===== config.mk =====
export PLATFORM = sky130hd
export DESIGN_NAME = ufbc_ram
export DESIGN_NICKNAME = d
export VERILOG_FILES = /design/src/rtl/core/ufbc_ram.sv
export SDC_FILE = /design/constraint.sdc
export NUM_CORES = 1
export LEC_CHECK = 0
export CORE_MARGIN = 3
export CORE_UTILIZATION = 60
export CTS_CLUSTER_SIZE = 24
export DETAILED_ROUTE_END_ITERATION = 7
export DONT_BUFFER_PORTS = 1
export PLACE_DENSITY = 0.76
export SYNTH_ARGS = -nofsm -noshare
export SYNTH_HDL_FRONTEND = slang
export SYNTH_SLANG_ARGS = --single-unit

===== constraint.sdc =====
create_clock -name clk -period 3.9 [get_ports clk]
set_input_delay 0.39 -clock clk [delete_from_list [all_inputs] [get_ports clk]]
set_output_delay 0.39 -clock clk [all_outputs]
set_load 0.01 [all_outputs]

===== src/rtl/core/ufbc_ram.sv =====
// Simple dual-port synchronous RAM, one write and one registered read port.
// A read of the address written in the same cycle returns the new data.
// No dependencies.
module ufbc_ram #(
	parameter int WIDTH = 8,
	parameter int DEPTH = 16,
	localparam int AW   = (DEPTH > 1) ? $clog2(DEPTH) : 1
) (
	input  logic             clk,
	input  logic             we,
	input  logic [AW-1:0]    waddr,
	input  logic [WIDTH-1:0] wdata,
	input  logic [AW-1:0]    raddr,
	output logic [WIDTH-1:0] rdata
);

	logic [WIDTH-1:0] mem [DEPTH];
	logic [WIDTH-1:0] rd_q;
	logic [WIDTH-1:0] byp_data_q;
	logic             byp_q;

	always_ff @(posedge clk) begin
		if (we) begin
			mem[waddr] <= wdata;
		end
		rd_q       <= mem[raddr];
		byp_q      <= we && (waddr == raddr);
		byp_data_q <= wdata;
	end

	assign rdata = byp_q ? byp_data_q : rd_q;

endmodule


# Word level (Yosys, flattened, before mapping)
# Memory sizes are Yosys's and may differ from the RTL's. A register that Yosys moved wholly into a read port is not among the register bits.
# Index checks and enable logic that the tools add are counted.
[classes] n_eq_ne=1 reduce_logical=1 mux=3
[op_table] cell="$mux 8" count=1
[op_table] cell="$eq 4x4->1" count=1
[op_table] cell="$mux 1" count=2
[op_table] cell="$logic_and 1x1->1" count=1
[totals] ram_bits=128 output_inout_bits=8 reg_bits=9 input_bits=18 word_cells=8 mem_count=1
[memory_table] memory="mem" words=16 width=8 read_ports=1 rd_ports_with_merged_regs=1 wr=1 line="17" source="logic [WIDTH-1:0] mem [DEPTH];"

# Longest topological paths before layout
# Gate-level depths: netlist of run 1.
[depth] word_depth=2 ltp_mapped=5 ltp_nobuf=3

# Worst setup path before layout of run 1
# OpenSTA, ideal clock, no wires.
[synth_path] path_kind="input -> register" start="in waddr[2]" end="mem mem[0][0], enable pin" setup_slack_ns=2.017 setup_time_ns=0.383 n_path_buf=0 arrival_time_ns=1.500 t_required_ns=3.517 cell_stages=2 cell_sequence="or3b_2 > nor3_1"
[synth_rtl] element="start, declared" line="11" source="input logic [AW-1:0] waddr,"
[synth_rtl] element="end, declared" line="17"
# No word-level cell before the write port.

# Worst setup path after layout of run 1
[layout_path] start="reg byp_q" end="out rdata[6]"
[layout_via] elab_chain_len=1
[layout_lines] element="start, declared" line="20" source="logic byp_q;"
[layout_lines] element="start signal, assigned" line="27" source="byp_q <= we && (waddr == raddr);"
[layout_lines] element="$mux 8" line="31" source="assign rdata = byp_q ? byp_data_q : rd_q;"
[layout_lines] element="end, declared" line="14" source="output logic [WIDTH-1:0] rdata"
# No other way between the ends.

==> metrics, run 1 <==
run status=finished, final reports clean; clock latency reported for the late side of the worst-skew pair=0.52 ns; Core Area=8810 um2; master of the slowest instance on the critical path=dfxtp_1; number of distinct library cell variants in the gate-level netlist after synthesis=25; routing usage on met2=32.3%; Detailed Route Iter0 Violations=285; transition time of the tightest slew-check pin=1.22 ns; switching share of power=19.7%; clock slew at the register clock pins of the worst setup and hold paths=0.06 ns; CP max FO=8; layout cell share with drive strength beyond 1=20.1%; number of top-level pins=26; Cell Count, Final, Fillers Out=393; vias per std cell=6.49; fraction of registers with async set or reset after synthesis=0%; list of cells traversed by the critical path=mux2_2; Worst Path Class, Setup=reg2out; die outline area=10300 um2; flip-flop and latch count after synthesis=145; Die X=102 um; Sinks on Clock Net=145; clock tree from TritonCTS=yes; number of antenna violations at the first check in global routing=4; cell type group with the largest total delay on the critical path=flip-flops; PD cells=544 nW/um2; effective utilization at floorplan=62.2%; LEAKAGE=2.04 nW; CP peak stage delay=0.61 ns; DRT antenna net count=0; total nets after synthesis=274; portion of total power attributed to the clock network=44.0%; floorplan row count=34; share of the synthesized area in the top cell type=70.1%; clock skew after layout=0.00700 ns; CTS root buffer=clkbuf_8; final worst-path cycle share=50.1%; dpl cells=351; # fillers=533; sequential cell area=4180 um2; area taken by multi-input logic gates=1200 um2; count of nets after finishing=289; commonest non-fill, non-tap cells in the layout=128 x edfxtp_1, 18 x clkbuf_16, 17 x mux4_2, 17 x dfxtp_1, 16 x a22oi_1; buffering stage count on the worst path with inverters included=0; flip-flop cell with the highest count after synthesis=edfxtp_1; number of CTS-inserted buffers=17; final wirelength=10600 um; CP arrival=1.56 ns; area after detailed placement=5520 um2; sequential cell fraction of total power=51.9%; H-Tree Depth=4; count of warnings emitted by yosys=0; sequential cell area fraction in the yosys report=76.3%; sum of overflow across all layers after global routing=0; final worst slack=1.95 ns; Max Clk Rate=512 MHz; setup repair after global routing missed its margin=false; endpoints failing hold=0; number of global-route vias before repair=2620; total via count in the routed design=2550; total setup violations reported at the end of the flow=0; M1 GR Usage=34.4%; TNS Setup=0 ns; number of max-capacitance violations reported=0; combinational group share of total power=4.1%; first-pass GRT wire length=16200 um; Critical Path Sink Type=primary output; GR Util met3=7.44%; height of the die=102 um; area of the mapped netlist=5480 um2; maximum number of pins on one net before global-route repair=34; overall global routing resource usage=23.0%; growth of design area from synthesis to finish=12.7%; biggest area contributors in the synthesized netlist=edfxtp_1 70%, mux4_1 7.2%, mux4_2 7.0%, dfxtp_1 6.2%, a22oi_1 2.2%; min-delay worst type=in2reg; synthesized instance count=256; routed wirelength normalized by instance count=27.0 um; final-layout worst hold slack=0.0832 ns; number of optimization iterations in the first detailed-route pass=4; normalized max-slew margin=18.1%; startpoint types=register; number of buffers inserted by port buffering=0; Max Buffers Root-to-Sink=2; IR Drop Worst-Case VDD=0.340 mV; max-slew violation count=0; total internal power=2.70 mW; post-route standard cell area excluding fillers=6180 um2; commonest non-fill, non-tap cell in the layout=edfxtp_1; mean instance size in the synthesized netlist=21.4 um2; count of flip-flops with a built-in enable after synthesis=128; Worst Path Required=3.51 ns; worst-case setup slack after placement=1.74 ns; remaining design rule violation count=0; global placement routability congestion=0.711; crit path time final=1.95 ns; switching power of the nets=663 uW; library cell with the largest summed area after synthesis=edfxtp_1; GR peak layer=met1; half-perimeter wire length after detailed placement=6160 um; number of instances resized during post-cts repair=0
metrics by stage:
step           utilization [%]  power [mW]
2_1_floorplan                -        1.88
3_3_place_gp              62.7        1.88
3_5_place_dp              62.7        1.88
4_1_cts                   70.1        3.39
5_1_grt                   70.1        3.47
6_report                  70.1        3.36
path summary, 6_finish.rpt:
path / startpoint / to / slack (ns) / cells after the start
worst max-delay path: byp_q / rdata[6] / 1.95 / 1
worst min-delay path: waddr[1] / byp_q / 0.08 / 3
worst max register to register: mem[2][1] / rd_q[1] / 2.46 / 3
worst min register to register: mem[15][1] / rd_q[1] / 0.67 / 3
cell usage after synthesis (3+ instances only):
cell	number
xor2_1	3
dfxtp_1	17
nor2_1	13
clkbuf_1	3
mux4_2	17
buf_6	3
mux4_1	15
edfxtp_1	128
buf_2	4
nor3_1	4
a22oi_1	16
mux2_2	8
nand2_1	10
repair_timing:
| action | 4_1_cts | 5_1_grt |
|---|---|---|
| hold endpoints to repair | 137 | 0 |
| hold buffers | 9 | 0 |
| setup buffers | 0 | 0 |
area by class of cell:
class / instances / share of cell area, %
multi-input cells: 97 / 19.4
repair buffers: 10 / 1.58
flip-flops and latches: 145 / 67.7
diodes: 1 / 0.0405
clock inverters: 9 / 0.851
well taps: 108 / 2.19
clock buffers: 23 / 8.24
routing by layer:
| layer | part of all wire, % | routed length [um] |
|---|---|---|
| met1 | 42 | 4470 |
| met2 | 46 | 4920 |
| met3 | 9.1 | 969 |
| met4 | 1.9 | 204 |
| met5 | 0.39 | 41 |
flip-flops by register name, indices dropped and copies added (netlist names):
register and cells:
byp_data_q 8, mem 128, byp_q 1, rd_q 8
power by group through the flow:
| stage | clock network (mW) | logic (mW) | registers (mW) |
|---|---|---|---|
| global placement | 0 | 0.108 | 1.77 |
| CTS | 1.50 | 0.140 | 1.74 |
| detailed placement | 0 | 0.109 | 1.77 |
| global route | 1.57 | 0.148 | 1.75 |
| finish | 1.48 | 0.138 | 1.74 |
| floorplan | 0 | 0.107 | 1.77 |
cells by family after synthesis:
kind of cell | count (synthesis) | synth area share, %
AO/OA/AOI/OAI | 16 | 2.19
XOR/XNOR | 4 | 0.639
buffers and inverters | 14 | 1.83
flip-flops | 145 | 76.3
multiplexers | 40 | 15.8
AND/OR/NAND/NOR | 37 | 3.17
tightest hold or removal path, delay by kind of cell:
kind | cells | cell delay, ns
and+or+nand+nor | 2 | 0.12
xor gates and xnor gates | 1 | 0.04
No activity file was read; power rests on OpenSTA's default activity.
==> run 2: changes to the inputs <==
ABC_AREA = 1   (was unset)
clock period = 1.9 ns   (was 3.9 ns; I/O delays follow)
==> run 2 against run 1 <==
- non-clock buffer count is 16 higher
- flip-flop and latch count is the same
- clock-buffer cell count is 6 lower
- cell area rose by 13%
- setup slack got worse by 1.8 ns
- register-to-register slack worse by 2.1 ns
==> metrics, run 2 <==
mean instance size in the synthesized netlist=10.5 um2; sum of overflow across all layers after global routing=0; final wirelength=14000 um; TNS Setup=0 ns; total via count in the routed design=4159; transition time of the tightest slew-check pin=0.933 ns; sequential cell area fraction in the yosys report=68.8%; min-delay worst type=in2reg; area of the mapped netlist=6080 um2; clock tree from TritonCTS=yes; layout cell share with drive strength beyond 1=8.20%; switching power of the nets=1.56 mW; # fillers=698; total internal power=5.94 mW; cell with the most instances after synthesis=nand2_1; worst-case reg-to-reg path depth=7; CTS root buffer=clkbuf_8; logic depth of the worst path, buffers included=1; number of optimization iterations in the first detailed-route pass=7; final worst slack=0.139 ns; vias per std cell=5.58; Die X=107 um; number of CTS-inserted buffers=17; cell type group with the largest total delay on the critical path=flip-flops; die outline area=11400 um2; max reg flops=128; CP arrival=1.57 ns; number of distinct library cell variants in the gate-level netlist after synthesis=17; Biggest register=mem; PD cells=1080 nW/um2; Sinks on Clock Net=145; count of warnings emitted by yosys=0; remaining design rule violation count=0; share of the synthesized area in the top cell type=63.2%; fraction of registers with async set or reset after synthesis=0%; end point of the critical path=rdata[2]; final-layout worst hold slack=0.0448 ns; list of cells traversed by the critical path=mux2_2; startpoint types=register; maximum number of pins on one net before global-route repair=66; Worst Path Required=1.71 ns; crit path time final=1.76 ns; floorplan row count=36; setup repair after global routing missed its margin=false; H-Tree Depth=4; routed wirelength normalized by instance count=18.7 um; run status=finished, final reports clean; number of max-capacitance violations reported=0; effective utilization at floorplan=61.9%; LEAKAGE=2.95 nW; total setup violations reported at the end of the flow=0; worst-case setup slack after placement=0.541 ns; clock slew at the register clock pins of the worst setup and hold paths=0.06 ns; library cell with the largest summed area after synthesis=edfxtp_1; master of the slowest instance on the critical path=dfxtp_1; buffering stage count on the worst path with inverters included=0; clock skew after layout=0.00940 ns; Max Buffers Root-to-Sink=2; normalized max-slew margin=37.6%; IR Drop Worst-Case VDD=0.754 mV; DRT antenna net count=0; height of the die=107 um; flip-flop and latch count after synthesis=145; number of buffers inserted by port buffering=0; endpoints failing hold=0; count of flip-flops with a built-in enable after synthesis=128; global placement routability congestion=0.995; CP peak stage delay=0.60 ns; most instantiated cells after synthesis=174 x nand2_1, 128 x edfxtp_1, 101 x inv_1; sequential cell fraction of total power=47.7%; biggest area contributors in the synthesized netlist=edfxtp_1 63%, nand2_1 11%, nand3_1 8.2%, inv_1 6.2%, dfxtp_1 5.6%; CP max FO=8; Critical Path Sink Type=primary output; number of global-route vias before repair=3932; Overall Power=7.50 mW; total nets after synthesis=595; growth of design area from synthesis to finish=14.5%; commonest non-fill, non-tap cell in the layout=nand2_1; commonest non-fill, non-tap cells in the layout=174 x nand2_1, 128 x edfxtp_1, 101 x inv_1, 100 x nand3_1; clock latency reported for the late side of the worst-skew pair=0.54 ns; Max Clk Rate=568 MHz; Critical Path Start=byp_q; count of nets after finishing=615; half-perimeter wire length after detailed placement=7820 um; number of top-level pins=26; number of antenna violations at the first check in global routing=3; reg-to-reg critical path endpoint=rd_q[5]; largest registers=mem x128, byp_data_q x8, rd_q x8; portion of total power attributed to the clock network=46.8%; overall global routing resource usage=26.4%; flip-flop cell with the highest count after synthesis=edfxtp_1; Worst Path Class, Setup=reg2out; origin of the critical flop-to-flop path=mem[12][5]; Core Area=9820 um2; Detailed Route Iter0 Violations=703; final worst-path cycle share=92.7%; setup slack of the worst register-to-register path=0.32 ns; first-pass GRT wire length=21600 um; synthesized instance count=577; max-slew violation count=0; switching share of power=20.8%; combinational group share of total power=5.5%
[run 2: cell count changes in the layout (fill, tap and decap cells not counted), moves of 8 or more]
cell / previous run / this run
nand2_1: 10 / 174
buf_4: 1 / 9
a22oi_1: 16 / 0
mux4_2: 17 / 0
mux4_1: 15 / 0
dlygate4sd3_1: 9 / 17
nand3_1: 1 / 100
inv_1: 0 / 101
[run 2: worst min-delay path by stage]
stage,depth (start not counted),endpoint,start,slack [ns]
2_1_floorplan,0,byp_data_q[0],wdata[0],0.22
3_3_place_gp,0,byp_data_q[0],wdata[0],0.22
3_5_place_dp,0,byp_data_q[4],wdata[4],0.22
4_1_cts,5,rd_q[2],raddr[0],0.002
5_1_grt,4,rd_q[4],raddr[1],0.04
6_report,5,rd_q[3],raddr[0],0.04
[run 2: repair_timing]
| action | CTS | global route |
|---|---|---|
| setup buffers | 0 | 0 |
| endpoints found under the hold margin | 145 | 0 |
| endpoints found under the setup margin | 0 | 0 |
| gates resized for setup | 0 | 0 |
| hold buffers | 17 | 0 |
[run 2: final cells by class]
type	count	area (um2)	share of cell area, %
Tap cell	133	166	2.39
Sequential cell	145	4180	60.1
Clock inverter	15	215	3.09
Multi-Input combinational cell	303	1350	19.3
Inverter	104	390	5.61
Antenna cell	3	7.51	0.108
Clock buffer	17	414	5.95
Timing Repair Buffer	26	238	3.41
[run 2: power by group through the flow]
stage	combinational [mW]	clock, mW	sequential, mW
6_report	0.410	3.51	3.58
5_1_grt	0.450	3.70	3.58
4_1_cts	0.404	3.53	3.58
3_5_place_dp	0.301	0	3.64
3_3_place_gp	0.294	0	3.64
2_1_floorplan	0.279	0	3.63
[run 2: through the flow]
| stage | utilization [%] | std cells | instance area [um2] |
|---|---|---|---|
| after floorplan | - | 577 | 6080 |
| after global placement | 62.7 | 694 | 6150 |
| after detailed placement | 62.7 | 694 | 6150 |
| after CTS | 70.8 | 743 | 6950 |
| after global routing | 70.8 | 743 | 6950 |
| final | 70.9 | 746 | 6960 |
[run 2: cells by family after synthesis]
logic type	after synthesis	share of synthesized area (%)
AOI/OAI and AO/OA	2	0.247
xor gates and xnor gates	2	0.288
buffers and inverters	129	9.02
DFF	145	68.8
muxes	8	1.48
and+or+nand+nor	291	20.1
[run 2: per-layer routing]
| metal | wire length (um) | vias to the layer above | track usage, % | part of all wire [%] |
|---|---|---|---|---|
| li1 | - | 1909 | - | - |
| met1 | 5270 | 1942 | 33.9 | 38 |
| met2 | 6660 | 268 | 41.4 | 48 |
| met3 | 1620 | 38 | 8.55 | 12 |
| met4 | 394 | 2 | 12.1 | 2.8 |
| met5 | 10 | - | 0 | 0.072 |
==> run 3: changes to the inputs <==
CELL_PAD_IN_SITES_DETAIL_PLACEMENT = 1   (was unset)
CELL_PAD_IN_SITES_GLOBAL_PLACEMENT = 2   (was unset)
CORE_UTILIZATION = 42   (was 60)
PLACE_DENSITY = unset   (was 0.76)
PLACE_DENSITY_LB_ADDON = 0.1   (was unset)
==> run 3 against run 2 <==
- clock power decreased by 5%
- flip-flop and latch count stayed put
- via count down 6.2%
- die area up 40%
- sequential power barely moved
- first-iteration DRC count decreased by 59%
- final cell count up 6.8%
- utilization shrank 21 points
- critical endpoint is now byp_q
==> metrics, run 3 (synthesis gave the netlist of run 2 again) <==
run status=finished, final reports clean; max-slew violation count=0; final worst slack=0.190 ns; # fillers=1507; number of max-capacitance violations reported=0; sequential cell fraction of total power=48.8%; maximum number of pins on one net before global-route repair=67; Overall Power=7.33 mW; sum of overflow across all layers after global routing=0; routed wirelength normalized by instance count=20.1 um; Max Buffers Root-to-Sink=2; growth of design area from synthesis to finish=15.4%; CP arrival=2.02 ns; global placement routability congestion=0.823; origin of the critical flop-to-flop path=mem[14][7]; remaining design rule violation count=0; commonest non-fill, non-tap cell in the layout=nand2_1; reg-to-reg critical path endpoint=rd_q[7]; crit path time final=1.71 ns; count of nets after finishing=620; layout cell share with drive strength beyond 1=9.43%; max reg flops=128; number of antenna violations at the first check in global routing=5; LEAKAGE=2.97 nW; number of CTS-inserted buffers=17; final worst-path cycle share=90.0%; Detailed Route Iter0 Violations=288; first-pass GRT wire length=24600 um; worst-case setup slack after placement=0.504 ns; Worst Path Required=2.21 ns; Critical Path Sink Type=register; number of buffers inserted by port buffering=0; overall global routing resource usage=21.2%; PD cells=1050 nW/um2; switching share of power=21.8%; Cell Count, Final, Fillers Out=797; dpl cells=749; Worst Path Class, Setup=in2reg; final wirelength=16000 um; effective utilization at floorplan=43.3%; Die X=126 um; startpoint of the lowest-slack hold path=raddr[2]; die outline area=16000 um2; setup slack of the worst register-to-register path=0.43 ns; setup repair after global routing missed its margin=false; Max Clk Rate=585 MHz; clock slew at the register clock pins of the worst setup and hold paths=0.06 ns; CTS root buffer=clkbuf_16; half-perimeter wire length after detailed placement=9540 um; DRT antenna net count=0; clock latency reported for the late side of the worst-skew pair=0.42 ns; Biggest register=mem; commonest non-fill, non-tap cells in the layout=174 x nand2_1, 128 x edfxtp_1, 101 x inv_1, 100 x nand3_1; normalized max-slew margin=36.2%; CP max FO=5; total via count in the routed design=3902; vias per std cell=4.90; Sinks on Clock Net=145; number of instances resized during post-cts repair=0; largest registers=mem x128, byp_data_q x8, rd_q x8; total internal power=5.74 mW; clock tree from TritonCTS=yes; destination of the worst hold path=rd_q[1]; clock skew after layout=0.00650 ns; worst-case reg-to-reg path depth=7; transition time of the tightest slew-check pin=0.954 ns; number of optimization iterations in the first detailed-route pass=4; endpoints failing hold=0; switching power of the nets=1.60 mW; H-Tree Depth=4; total setup violations reported at the end of the flow=0; min-delay worst type=in2reg; height of the die=126 um; worst hold path stage count=3; TNS Setup=0 ns; combinational group share of total power=5.6%; IR Drop Worst-Case VDD=0.708 mV; portion of total power attributed to the clock network=45.6%; floorplan row count=43; startpoint types=input port; number of global-route vias before repair=4079; number of top-level pins=26; Core Area=14000 um2
-- run 3: power groups by stage --
stage,sequential [mW],clock [mW],combinational (mW)
final,3.58,3.34,0.412
after global routing,3.58,3.55,0.461
after CTS,3.58,3.41,0.419
after detailed placement,3.65,0,0.328
after global placement,3.64,0,0.324
after floorplan,3.63,0,0.279
-- run 3: worst max-delay path, cell delays in order --
cell,delay [ns]
dlygate4sd3_1,0.56
o211ai_1,0.10
dlygate4sd3_1,0.58
nor3_2,0.04
dlygate4sd3_1,0.55
-- run 3: worst max-delay path by stage --
stage              from  slack, ns         end  cells after the start
2_1_floorplan  waddr[2]       0.77  mem[10][0]                      3
3_3_place_gp   waddr[3]       0.57   mem[4][0]                      3
3_5_place_dp   waddr[1]       0.50   mem[5][0]                      3
4_1_cts              we       0.21       byp_q                      5
5_1_grt              we       0.16       byp_q                      5
6_report             we       0.19       byp_q                      5
-- run 3: metrics by stage --
| stage | cell area, um2 | util [%] | hold WS, ns |
|---|---|---|---|
| 2_1_floorplan | 6080 | - | 0.218 |
| 3_3_place_gp | 6270 | 44.7 | 0.220 |
| 3_5_place_dp | 6270 | 44.7 | 0.220 |
| 4_1_cts | 7010 | 49.9 | 0.00753 |
| 5_1_grt | 7010 | 49.9 | 0.0310 |
| 6_report | 7010 | 49.9 | 0.0203 |
-- run 3: area by class of cell --
class                      instances  area (um2)  share of cell area [%]
sequential                       145        4180                    59.7
multi-input combinational        303        1350                    19.2
clock buffer                      17         425                    6.07
inverter                         104         390                    5.57
timing repair buffer              31         268                    3.82
tap                              180         225                    3.21
clock inverter                    15         169                    2.41
antenna                            2        5.00                  0.0714
-- run 3: metal layers --
layer / wire, um / track usage, %
met1: 7180 / 28.2
met2: 7640 / 33.3
met3: 777 / 5.81
met4: 363 / 8.45
met5: 34 / 0
-- run 3: repair_timing --
action                                 4_1_cts  5_1_grt
endpoints found under the hold margin      145        0
hold buffers                                14        0
setup buffers                                0        0
